File: src/rtl/pace_pkg.sv
// ----------------------------------------------------------------------------
// pace_pkg: shared types and constants of the pulse actuator and edge counter
// Command codes, field widths and the command struct that is passed from the
// input register to the actuator lanes and the edge counter.
// ----------------------------------------------------------------------------
package pace_pkg;

  localparam int unsigned PACE_FUNC_W = 3;
  localparam int unsigned PACE_ID_W   = 3;
  localparam int unsigned PACE_MS_W   = 16;
  localparam int unsigned PACE_TICK_W = 10;
  localparam int unsigned PACE_CNT_W  = 32;
  localparam int unsigned PACE_RES_W  = 4;

  localparam logic [PACE_TICK_W-1:0] PACE_TICKS_MAX = 10'd1023;
  localparam logic [PACE_ID_W-1:0]   PACE_CNT_ID    = 3'd1;

  typedef enum logic [PACE_FUNC_W-1:0] {
    FUNC_SET     = 3'd0,
    FUNC_TOGGLE  = 3'd1,
    FUNC_PULSE   = 3'd2,
    FUNC_CNT_RST = 3'd3,
    FUNC_TICK    = 3'd4
  } pace_func_e;

  // One command as it leaves the input register. upd marks the cycle in which
  // the command moves into the result register and so updates the state.
  typedef struct packed {
    logic                  upd;
    pace_func_e            func;
    logic [PACE_ID_W-1:0]  target_id;
    logic                  set_level;
    logic [PACE_MS_W-1:0]  pulse_ms;
    logic                  counter_pin;
  } pace_cmd_t;

endpackage

File: src/rtl/pace_actuators.sv
// ----------------------------------------------------------------------------
// pace_actuators: actuator output lanes with pulse timers
// Each lane holds an output level and a tick count. The pulse length in ticks
// is the command's millisecond value divided by TICK_MS, clamped to 1..1023.
// ----------------------------------------------------------------------------
module pace_actuators #(
  parameter int unsigned NUM_OUTPUTS = 4,
  parameter int unsigned TICK_MS     = 100
) (
  input  logic                   clk_i,
  input  logic                   rst_ni,
  input  pace_pkg::pace_cmd_t    cmd_i,
  output logic [NUM_OUTPUTS-1:0] level_next_o,
  output logic [NUM_OUTPUTS-1:0] busy_next_o
);

  // Exact division by a constant: q = (ms * ceil(2^S / TICK_MS)) >> S, with
  // S = 16 + ceil(log2(TICK_MS)), is exact for every 16-bit dividend.
  localparam int unsigned SHIFT  = pace_pkg::PACE_MS_W + $clog2(TICK_MS);
  localparam int unsigned PROD_W = SHIFT + pace_pkg::PACE_MS_W;
  localparam longint unsigned RECIP_L =
      ((64'd1 << SHIFT) + longint'(TICK_MS) - 64'd1) / longint'(TICK_MS);
  localparam logic [PROD_W-1:0] RECIP = PROD_W'(RECIP_L);

  logic [PROD_W-1:0]                 prod;
  logic [pace_pkg::PACE_MS_W-1:0]    quot;
  logic [pace_pkg::PACE_TICK_W-1:0]  pulse_ticks;

  always_comb begin
    prod = PROD_W'(cmd_i.pulse_ms) * RECIP;
    quot = prod[SHIFT +: pace_pkg::PACE_MS_W];
    if (quot == '0) begin
      pulse_ticks = pace_pkg::PACE_TICK_W'(1);
    end else if (quot > pace_pkg::PACE_MS_W'(pace_pkg::PACE_TICKS_MAX)) begin
      pulse_ticks = pace_pkg::PACE_TICKS_MAX;
    end else begin
      pulse_ticks = quot[pace_pkg::PACE_TICK_W-1:0];
    end
  end

  for (genvar k = 0; k < NUM_OUTPUTS; k++) begin : g_lane
    logic                             level_q, level_d;
    logic [pace_pkg::PACE_TICK_W-1:0] ticks_q, ticks_d;
    logic                             sel;

    assign sel = (int'(cmd_i.target_id) == k + 1);

    always_comb begin
      level_d = level_q;
      ticks_d = ticks_q;
      if (cmd_i.upd) begin
        case (cmd_i.func)
          pace_pkg::FUNC_SET: begin
            if (sel) begin
              level_d = cmd_i.set_level;
              ticks_d = '0;
            end
          end
          pace_pkg::FUNC_TOGGLE: begin
            if (sel) begin
              level_d = ~level_q;
              ticks_d = '0;
            end
          end
          pace_pkg::FUNC_PULSE: begin
            if (sel) begin
              level_d = 1'b1;
              ticks_d = pulse_ticks;
            end
          end
          pace_pkg::FUNC_TICK: begin
            if (ticks_q > pace_pkg::PACE_TICK_W'(1)) begin
              ticks_d = ticks_q - pace_pkg::PACE_TICK_W'(1);
            end else if (ticks_q == pace_pkg::PACE_TICK_W'(1)) begin
              ticks_d = '0;
              level_d = 1'b0;
            end
          end
          default: begin
          end
        endcase
      end
    end

    always_ff @(posedge clk_i or negedge rst_ni) begin
      if (!rst_ni) begin
        level_q <= 1'b0;
        ticks_q <= '0;
      end else begin
        level_q <= level_d;
        ticks_q <= ticks_d;
      end
    end

    assign level_next_o[k] = level_d;
    assign busy_next_o[k]  = (ticks_d != '0);
  end

endmodule

File: src/rtl/pace_edge_cnt.sv
// ----------------------------------------------------------------------------
// pace_edge_cnt: sampled falling-edge counter
// Counts 1-to-0 transitions of the counter pin as seen on tick commands.
// ----------------------------------------------------------------------------
module pace_edge_cnt (
  input  logic                            clk_i,
  input  logic                            rst_ni,
  input  pace_pkg::pace_cmd_t             cmd_i,
  output logic [pace_pkg::PACE_CNT_W-1:0] cnt_next_o
);

  logic [pace_pkg::PACE_CNT_W-1:0] cnt_q, cnt_d;
  logic                            last_q, last_d;

  always_comb begin
    cnt_d  = cnt_q;
    last_d = last_q;
    if (cmd_i.upd) begin
      case (cmd_i.func)
        pace_pkg::FUNC_CNT_RST: begin
          if (cmd_i.target_id == pace_pkg::PACE_CNT_ID) begin
            cnt_d  = '0;
            last_d = 1'b1;
          end
        end
        pace_pkg::FUNC_TICK: begin
          if (last_q && !cmd_i.counter_pin) begin
            cnt_d = cnt_q + pace_pkg::PACE_CNT_W'(1);
          end
          last_d = cmd_i.counter_pin;
        end
        default: begin
        end
      endcase
    end
  end

  always_ff @(posedge clk_i or negedge rst_ni) begin
    if (!rst_ni) begin
      cnt_q  <= '0;
      last_q <= 1'b1;
    end else begin
      cnt_q  <= cnt_d;
      last_q <= last_d;
    end
  end

  assign cnt_next_o = cnt_d;

endmodule

File: src/rtl/pulse_actuator_and_edge_counter.sv
// ----------------------------------------------------------------------------
// pulse_actuator_and_edge_counter: pulse-capable actuators and an edge counter
// Top level with the input register, the result register and flow control.
// ----------------------------------------------------------------------------
// Usage: each input beat on the command channel (in_valid_i / in_stall_o)
// carries one command: set, toggle or pulse an actuator, reset the counter,
// or a tick that advances the pulse timers and samples counter_pin_i.
// Every command yields exactly one result beat on the result channel
// (out_valid_o / out_stall_i) that shows the actuator levels, the pulsing
// mask and the event count after the command, plus id_ok_o.
// A beat accepted on the command channel is captured in the input register,
// updates the state and lands in the result register when the held command
// moves on, and is offered on the result channel from then on. Throughput
// is one beat per cycle while the receiver does not stall; the single
// multiply of the pulse-length division sits between the two registers.
// While the receiver stalls, the result register holds its beat and the
// input register still takes one more beat before in_stall_o rises.
// Reset clears all actuator levels and timers, sets the count to zero and
// the remembered pin level to one, and empties both registers.
// ----------------------------------------------------------------------------
module pulse_actuator_and_edge_counter #(
  parameter int unsigned NUM_OUTPUTS = 4,
  parameter int unsigned TICK_MS     = 100
) (
  input  logic                                clk_i,
  input  logic                                rst_ni,
  input  logic                                in_valid_i,
  output logic                                in_stall_o,
  input  logic [pace_pkg::PACE_FUNC_W-1:0]    func_i,
  input  logic [pace_pkg::PACE_ID_W-1:0]      target_id_i,
  input  logic                                set_level_i,
  input  logic [pace_pkg::PACE_MS_W-1:0]      pulse_ms_i,
  input  logic                                counter_pin_i,
  output logic                                out_valid_o,
  input  logic                                out_stall_i,
  output logic [pace_pkg::PACE_RES_W-1:0]     actuator_levels_o,
  output logic [pace_pkg::PACE_RES_W-1:0]     pulsing_mask_o,
  output logic [pace_pkg::PACE_CNT_W-1:0]     event_total_o,
  output logic                                id_ok_o
);

  // Input register: one command waiting to be executed.
  logic                s1_valid_q;
  pace_pkg::pace_cmd_t cmd_q;
  pace_pkg::pace_cmd_t cmd;

  // Result register.
  logic                              out_valid_q;
  logic [pace_pkg::PACE_RES_W-1:0]   levels_q, levels_d;
  logic [pace_pkg::PACE_RES_W-1:0]   mask_q, mask_d;
  logic [pace_pkg::PACE_CNT_W-1:0]   total_q;
  logic                              ok_q, ok_d;

  logic                              adv;
  logic                              in_acc;
  logic [NUM_OUTPUTS-1:0]            level_next;
  logic [NUM_OUTPUTS-1:0]            busy_next;
  logic [pace_pkg::PACE_CNT_W-1:0]   cnt_next;
  logic                              act_ok;

  // The held command moves on whenever the result register is empty or its
  // beat is being taken in this cycle.
  assign adv        = !out_valid_q || !out_stall_i;
  assign in_stall_o = s1_valid_q && !adv;
  assign in_acc     = in_valid_i && !in_stall_o;

  always_ff @(posedge clk_i or negedge rst_ni) begin
    if (!rst_ni) begin
      s1_valid_q <= 1'b0;
    end else if (!s1_valid_q || adv) begin
      s1_valid_q <= in_valid_i;
    end
  end

  always_ff @(posedge clk_i) begin
    if (in_acc) begin
      cmd_q.upd         <= 1'b0;
      cmd_q.func        <= pace_pkg::pace_func_e'(func_i);
      cmd_q.target_id   <= target_id_i;
      cmd_q.set_level   <= set_level_i;
      cmd_q.pulse_ms    <= pulse_ms_i;
      cmd_q.counter_pin <= counter_pin_i;
    end
  end

  // The state changes exactly when the command enters the result register.
  always_comb begin
    cmd     = cmd_q;
    cmd.upd = s1_valid_q && adv;
  end

  pace_actuators #(
    .NUM_OUTPUTS (NUM_OUTPUTS),
    .TICK_MS     (TICK_MS)
  ) u_actuators (
    .clk_i        (clk_i),
    .rst_ni       (rst_ni),
    .cmd_i        (cmd),
    .level_next_o (level_next),
    .busy_next_o  (busy_next)
  );

  pace_edge_cnt u_edge_cnt (
    .clk_i      (clk_i),
    .rst_ni     (rst_ni),
    .cmd_i      (cmd),
    .cnt_next_o (cnt_next)
  );

  // Only the first four actuators are visible in the result; with fewer
  // actuators the upper bits read as zero.
  for (genvar k = 0; k < pace_pkg::PACE_RES_W; k++) begin : g_res
    if (k < NUM_OUTPUTS) begin : g_used
      assign levels_d[k] = level_next[k];
      assign mask_d[k]   = busy_next[k];
    end else begin : g_unused
      assign levels_d[k] = 1'b0;
      assign mask_d[k]   = 1'b0;
    end
  end

  // id_ok: a valid actuator id for set, toggle and pulse, the counter id for
  // a counter reset, always for a tick, and never for an unused code.
  assign act_ok = (cmd_q.target_id != '0) && (int'(cmd_q.target_id) <= NUM_OUTPUTS);

  always_comb begin
    case (cmd_q.func)
      pace_pkg::FUNC_SET,
      pace_pkg::FUNC_TOGGLE,
      pace_pkg::FUNC_PULSE:   ok_d = act_ok;
      pace_pkg::FUNC_CNT_RST: ok_d = (cmd_q.target_id == pace_pkg::PACE_CNT_ID);
      pace_pkg::FUNC_TICK:    ok_d = 1'b1;
      default:                ok_d = 1'b0;
    endcase
  end

  always_ff @(posedge clk_i or negedge rst_ni) begin
    if (!rst_ni) begin
      out_valid_q <= 1'b0;
    end else if (adv) begin
      out_valid_q <= s1_valid_q;
    end
  end

  always_ff @(posedge clk_i) begin
    if (cmd.upd) begin
      levels_q <= levels_d;
      mask_q   <= mask_d;
      total_q  <= cnt_next;
      ok_q     <= ok_d;
    end
  end

  assign out_valid_o       = out_valid_q;
  assign actuator_levels_o = levels_q;
  assign pulsing_mask_o    = mask_q;
  assign event_total_o     = total_q;
  assign id_ok_o           = ok_q;

`ifndef SYNTHESIS
  // A held command that cannot advance is still held in the next cycle.
  a_hold_cmd: assert property (@(posedge clk_i) disable iff (!rst_ni)
    (s1_valid_q && !adv) |=> s1_valid_q)
    else $error("held command was dropped");

  // An actuator with ticks left is always driven high.
  a_pulse_level: assert property (@(posedge clk_i) disable iff (!rst_ni)
    out_valid_q |-> ((pulsing_mask_o & ~actuator_levels_o) == '0))
    else $error("pulsing actuator reported low");

  // A tick always reports a good id.
  a_tick_ok: assert property (@(posedge clk_i) disable iff (!rst_ni)
    (cmd.upd && (cmd_q.func == pace_pkg::FUNC_TICK)) |=> id_ok_o)
    else $error("tick result without id_ok");

  // A counter reset shows a zero count in its result.
  a_cnt_rst: assert property (@(posedge clk_i) disable iff (!rst_ni)
    (cmd.upd && (cmd_q.func == pace_pkg::FUNC_CNT_RST) &&
     (cmd_q.target_id == pace_pkg::PACE_CNT_ID)) |=> (event_total_o == '0))
    else $error("counter reset left a nonzero count");
`endif

endmodule

File: config.mk
export PLATFORM = sky130hd
export DESIGN_NAME = pulse_actuator_and_edge_counter
export DESIGN_NICKNAME = d
export VERILOG_FILES = /design/src/rtl/pace_pkg.sv /design/src/rtl/pace_actuators.sv /design/src/rtl/pace_edge_cnt.sv /design/src/rtl/pulse_actuator_and_edge_counter.sv
export SDC_FILE = /design/constraint.sdc
export NUM_CORES = 1
export LEC_CHECK = 0
export ABC_AREA = 1
export BUFFER_PORTS_ARGS = -buffer_cell sky130_fd_sc_hd__buf_2
export CAP_MARGIN = 30
export CORE_ASPECT_RATIO = 0.5
export CORE_MARGIN = 2
export CORE_UTILIZATION = 65
export CTS_CLUSTER_SIZE = 8
export DETAILED_ROUTE_END_ITERATION = 8
export PLACE_DENSITY = 0.84
export SLEW_MARGIN = 0
export SYNTH_ARGS = -nofsm -noshare
export SYNTH_HDL_FRONTEND = slang
export SYNTH_SLANG_ARGS = --single-unit
File: constraint.sdc
create_clock -name clk_i -period 11.85 [get_ports clk_i]
set_input_delay 1.7775 -clock clk_i [delete_from_list [all_inputs] [get_ports clk_i]]
set_output_delay 1.7775 -clock clk_i [all_outputs]
set_load 0.01 [all_outputs]
## Word level (Yosys, flattened, before mapping)

Index checks and enable logic that the tools add are counted.

| storage, ports and cells | value |
|---|---|
| register bits after elaboration | 144 |
| input port bits | 28 |
| word-level logic and storage cells | 134 |

| operators by class | value |
|---|---|
| add/sub/neg operators | 5 |
| $mul | 1 |
| $lt $le $gt $ge | 5 |
| equal/unequal tests | 14 |
| mux-type cells | 60 |
| bitwise operators | 4 |
| reduce and logical (&&, ||, !) cells | 24 |

Operators with widths:

| cell | number |
|---|---|
| 10-bit 2-to-1 mux | 21 |
| 10-bit case mux with 3 select lines | 4 |
| 32-bit 2-to-1 mux | 3 |
| 32-bit case mux with 2 select lines | 1 |
| 10-bit by 1-bit == test with 1-bit output (second input constant) | 4 |
| 10-bit by 1-bit > comparator with 1-bit output (second input constant) | 4 |
| 10-bit nonzero test | 4 |
| 10-bit by 1-bit subtractor with 10-bit output (second input constant) | 4 |
| 16-bit by 17-bit multiplier with 33-bit output (second input constant) | 1 |
| 32-bit by 1-bit adder with 32-bit output (second input constant) | 1 |
| 1-bit 2-to-1 mux | 25 |
| 1-bit case mux with 4 select lines | 4 |
| 3-bit == test (second input constant) | 4 |
| 10-bit zero test | 1 |
| 3-bit by 2-bit == test with 1-bit output (second input constant) | 3 |
| 3-bit by 1-bit == test with 1-bit output (second input constant) | 2 |
| 1-bit zero test | 6 |
| 1-bit logical AND | 5 |
| 1-bit NOT | 4 |
| 3-bit less-or-equal comparator (second input constant) | 1 |
| 3-bit zero test | 1 |
| 1-bit case mux with 3 select lines | 1 |
| 3-bit AND reduction | 1 |
| 3-bit nonzero test | 1 |
| 6 further kinds | 7 |

## Logic depth before layout (Yosys ltp)

| depth | value |
|---|---|
| depth after elaboration | 7 |
| mapped depth | 32 |

## Cells and area by module

From an unflattened synthesis, not the netlist that was laid out.

| unflattened totals | value |
|---|---|
| cells, all modules | 1919 |
| area, all modules | 14714.1 µm² |

By module, submodules not included:

| module | times used | cells an instance | area each (µm²) | sequential area each (µm²) |
|---|---|---|---|---|
| pace_actuators | 1 | 1452 | 10131.0 | 1101.1 |
| pace_edge_cnt | 1 | 375 | 2476.1 | 827.0 |
| pulse_actuator_and_edge_counter | 1 | 92 | 2107.0 | 2001.9 |

## Least setup slack after synthesis

OpenSTA, ideal clock, no wires.

| timing path | value |
|---|---|
| kind | flip-flop to flip-flop |
| from | reg cmd_q, in the netlist cmd[15] |
| to | reg mask_q, in the netlist pulsing_mask_o[3] (data pin) |
| library setup time | 0.263 ns |
| arrival | 5.455 ns |
| data required time | 11.587 ns |
| path slack | 6.131 ns |
| cell stages (with the launch flop) | 28 |
| path buffers | 0 |
| clock period less this slack | 5.719 ns |
| path through | edfxtp_1 > fa_1 > inv_1 > fa_1 > inv_1 > fa_1 > fa_1 > fa_1 > inv_1 > fa_1 > inv_1 > ha_1 > nand2_1 > nor2_1 > inv_1 > nor3_2 > nand2_1 > nand3_1 > nand2_1 > and2_1 > nand2_1 > nor2_1 > nand3_1 > nand2_1 > nand2_1 > nand2_1 > o21ai_0 > nand3b_1 |

| between the ends | value |
|---|---|
| word-level cells in the longest chain between the ends | 7 |

Ends and longest elaborated chain:

| element | line | RTL |
|---|---|---|
| start, declared | pulse_actuator_and_edge_counter.sv:44 | `pace_pkg::pace_cmd_t cmd_q;` |
| 16-bit by 17-bit multiplier with 33-bit output (*) | pace_actuators.sv:30 | `prod = PROD_W'(cmd_i.pulse_ms) * RECIP;` |
| 10-bit zero test | pace_actuators.sv:32 | `if (quot == '0) begin` |
| 10-bit 2-to-1 mux (*) | pace_actuators.sv:32 |  |
| 10-bit 2-to-1 mux (*) | pace_actuators.sv:66 | `if (sel) begin` |
| 10-bit case mux with 3 select lines (*) | pace_actuators.sv:52 | `case (cmd_i.func)` |
| 10-bit 2-to-1 mux (*) | pace_actuators.sv:51 | `if (cmd_i.upd) begin` |
| 10-bit nonzero test (*) | pace_actuators.sv:96 | `assign busy_next_o[k] = (ticks_d != '0);` |
| named net busy_next[3] | pulse_actuator_and_edge_counter.sv:57 | `logic [NUM_OUTPUTS-1:0] busy_next;` |
| end signal, assigned | pulse_actuator_and_edge_counter.sv:148 | `mask_q <= mask_d;` |
| end, declared | pulse_actuator_and_edge_counter.sv:50 | `logic [pace_pkg::PACE_RES_W-1:0] mask_q, mask_d;` |

Mark *: on every way through the listed nets, which the timed path passes. The rest lies on a longest branch.
A chain may end at the register's enable or synchronous reset.

## Worst setup path after layout

| timing path | value |
|---|---|
| from | reg cmd_q, in the netlist cmd[7] |
| to | reg mask_q, in the netlist pulsing_mask_o[0] (data pin) |

Same word-level chain as after synthesis.

==> run metrics <==
initial antenna violation count=0; Async S/R FF share, synth=0.5486; DR vias=12,580; Worst Hold Class=register to register; Max stage delay cell, worst path=fa_1; vias per cell=5.677; vias in the first global route=12,165; Slew Limit Fails=0; gp weighted congestion=0.9758; Warnings, synthesis=0; cell count after synthesis=1,833; Post-synth EDFFs=65; Psw=2.633 mW; met3 WL=2410 µm; Sink Count=144; DR DRC count=0; Max-Cap Viols=0; HPWL after detailed placement=27,160 µm; Post-CTS Setup Bufs=0; RR Startpoint=cmd[7]; # fillers=1,726; Slew @ Worst Pin=768.5 ps; CP endpoint kind=register; critical path class=register to register; Die X=213.2 µm; die footprint=23,160 µm²; Tmin final=6491 ps; Iter 0 DRT Violations=1,149; number of buffers created by CTS=17; power per standard cell area=306.2 nW/µm²; final setup fails=0; CP startpoint=cmd[7]; diode count=0; grt ovf=0; Final Cycle Share=0.5478; H-tree level count=4; detailed-route wire length=36,240 µm; maximum VDD drop=0.0002659 V; Critical Path Start Type=register; first-pass GRT wire length=59,120 µm; Initial Util=0.6592; pin count of the biggest net entering global routing=62; register area share after synthesis=0.2762; sw frac=0.5535; worst setup path end=pulsing_mask_o[0]; routed length per instance=16.35 µm; Clk Latency, worst-skew pair=440 ps; Syn Area/Cell=7.762 µm²; most common cell after layout, fill and taps aside=inv_1; P_int=2.124 mW; cell mode on critical path=nand2_1; Yosys cell types=52; core area=21,590 µm²; Post-CTS Resized=0; final setup TNS=0 ps; RSZ-0062 raised after global routing=no; clk buf depth=2; CTS tree=done; Worst Path Max Fanout=6; cell row count=38; Hold Path Origin=u_edge_cnt.last_q; fraction of layout cells with a size suffix above 1=0.08664; clock-pin slew on the worst setup and hold paths=70 ps; clock skew=11.63 ps; r2r endpoint=pulsing_mask_o[0]; Required @ worst endpoint=12,030 ps; Static Leak=7.749 nW; Area growth syn-to-layout=9.171%; Synth Flop Type=dfrtp_1; I/O pin count=71; #FFs+latches synth=144; Hold-fix buffers, CTS=0; DRT antenna net count=0; Max Freq=154.1 MHz; DIE HEIGHT=108.6 µm; status=finished clean; critical path arrival=6670 ps; gr usage total=0.3299; Total Power=4.757 mW; Register-to-Register Path Depth=27; most frequent cells in the layout=400 x inv_1, 384 x nand2_1, 147 x ha_1; sequential share of power=0.153; TritonRoute pass-1 iters=5; final net count=2,175; Clock Tree Root=clkbuf_16; Syn Nets=2,105; met2 routed WL=17,100 µm; slew margin rel.=0.4837; PortBufs=70; combinational share of power=0.727; clock power share=0.120; Top Metal Used=met4; CP max stage delay=640 ps; final hold vios=0; Met1 Wirelength=15,170 µm; R2R setup slack=5360 ps; Post-Syn Area=14,230 µm²
-- cell type report --
cell class / instances / area (µm²) / area share
multi-input cells: 1252 / 8658 / 0.5574
flip-flops and latches: 144 / 3930 / 0.2530
well taps: 300 / 375.4 / 0.02416
repair buffers: 80 / 427.9 / 0.02755
inverters: 408 / 1531 / 0.09859
clock buffers: 17 / 425.4 / 0.02739
clock inverters: 15 / 185.2 / 0.01192
-- layer usage --
metal	track usage	vias up
li1	-	6054
met1	0.4267	5862
met3	0.05271	118
met5	0	-
met2	0.5526	546
met4	0.1558	0
-- kinds of logic after synthesis --
group           share of synthesized area
flops                              0.2762
fa+ha+maj                          0.2657
simple gates                       0.2293
compound gates                     0.1050
xor+xnor                         0.007387
buf+inv                            0.1163
-- stage by stage --
| stage | area (µm²) | util | instances | worst slack (ps) | hold WS, ps |
|---|---|---|---|---|---|
| 2_1_floorplan | 14230 | - | 1833 | 6131 | 444.0 |
| 3_3_place_gp | 14920 | 0.6913 | 2184 | 5499 | 473.9 |
| 3_5_place_dp | 14920 | 0.6913 | 2184 | 5463 | 494.6 |
| 4_1_cts | 15530 | 0.7196 | 2216 | 5430 | 515.9 |
| 5_1_grt | 15530 | 0.7196 | 2216 | 4946 | 543.3 |
| 6_report | 15530 | 0.7196 | 2216 | 5359 | 515.6 |
-- power groups by stage --
| stage | registers, mW | logic, mW | clock network [mW] |
|---|---|---|---|
| global route | 0.737 | 4.00 | 0.591 |
| CTS | 0.721 | 3.43 | 0.573 |
| detailed placement | 0.729 | 3.36 | 0 |
| floorplan | 0.711 | 2.58 | 0 |
| finish | 0.726 | 3.46 | 0.572 |
| global placement | 0.728 | 3.31 | 0 |
-- worst max-delay path, delay by kind of cell, from the launching register on --
family	cells	cell delay, ps
buffers and inverters	4	270
adders and majority gates	7	3550
and+or+nand+nor	16	1840
DFF	1	560
-- sequential cells by signal, summed over array words and instances, names as in the netlist --
name and cells:
u_actuators.g_lane.ticks_q 40, event_total_o 32, u_edge_cnt.cnt_q 32, cmd 24
actuator_levels_o 4, pulsing_mask_o 4, u_actuators.g_lane.level_q 4, id_ok_o 1
out_valid_o 1, s1_valid_q 1, u_edge_cnt.last_q 1
-- worst min path at each step --
stage                     slack, ps                 to  cells past startpoint
after global placement          470        out_valid_o                      2
final                           520  u_edge_cnt.last_q                      2
after floorplan                 440        out_valid_o                      2
after global routing            540        out_valid_o                      2
after detailed placement        490        out_valid_o                      2
after CTS                       520  u_edge_cnt.last_q                      2
-- cell usage after synthesis, types with 18 or more instances --
| cell type | n | area, µm² |
|---|---|---|
| clkbuf_1 | 19 | 71.32 |
| nand2_1 | 384 | 1441 |
| fa_1 | 97 | 1942 |
| nor2_1 | 131 | 491.7 |
| o21ai_0 | 107 | 535.5 |
| nand4_1 | 18 | 112.6 |
| nor3_1 | 49 | 245.2 |
| dfrtp_1 | 78 | 1952 |
| edfxtp_1 | 65 | 1952 |
| inv_1 | 400 | 1501 |
| nand3_1 | 101 | 505.5 |
| ha_1 | 147 | 1839 |
| a21oi_1 | 60 | 300.3 |
(Power assumes the default switching activity.)
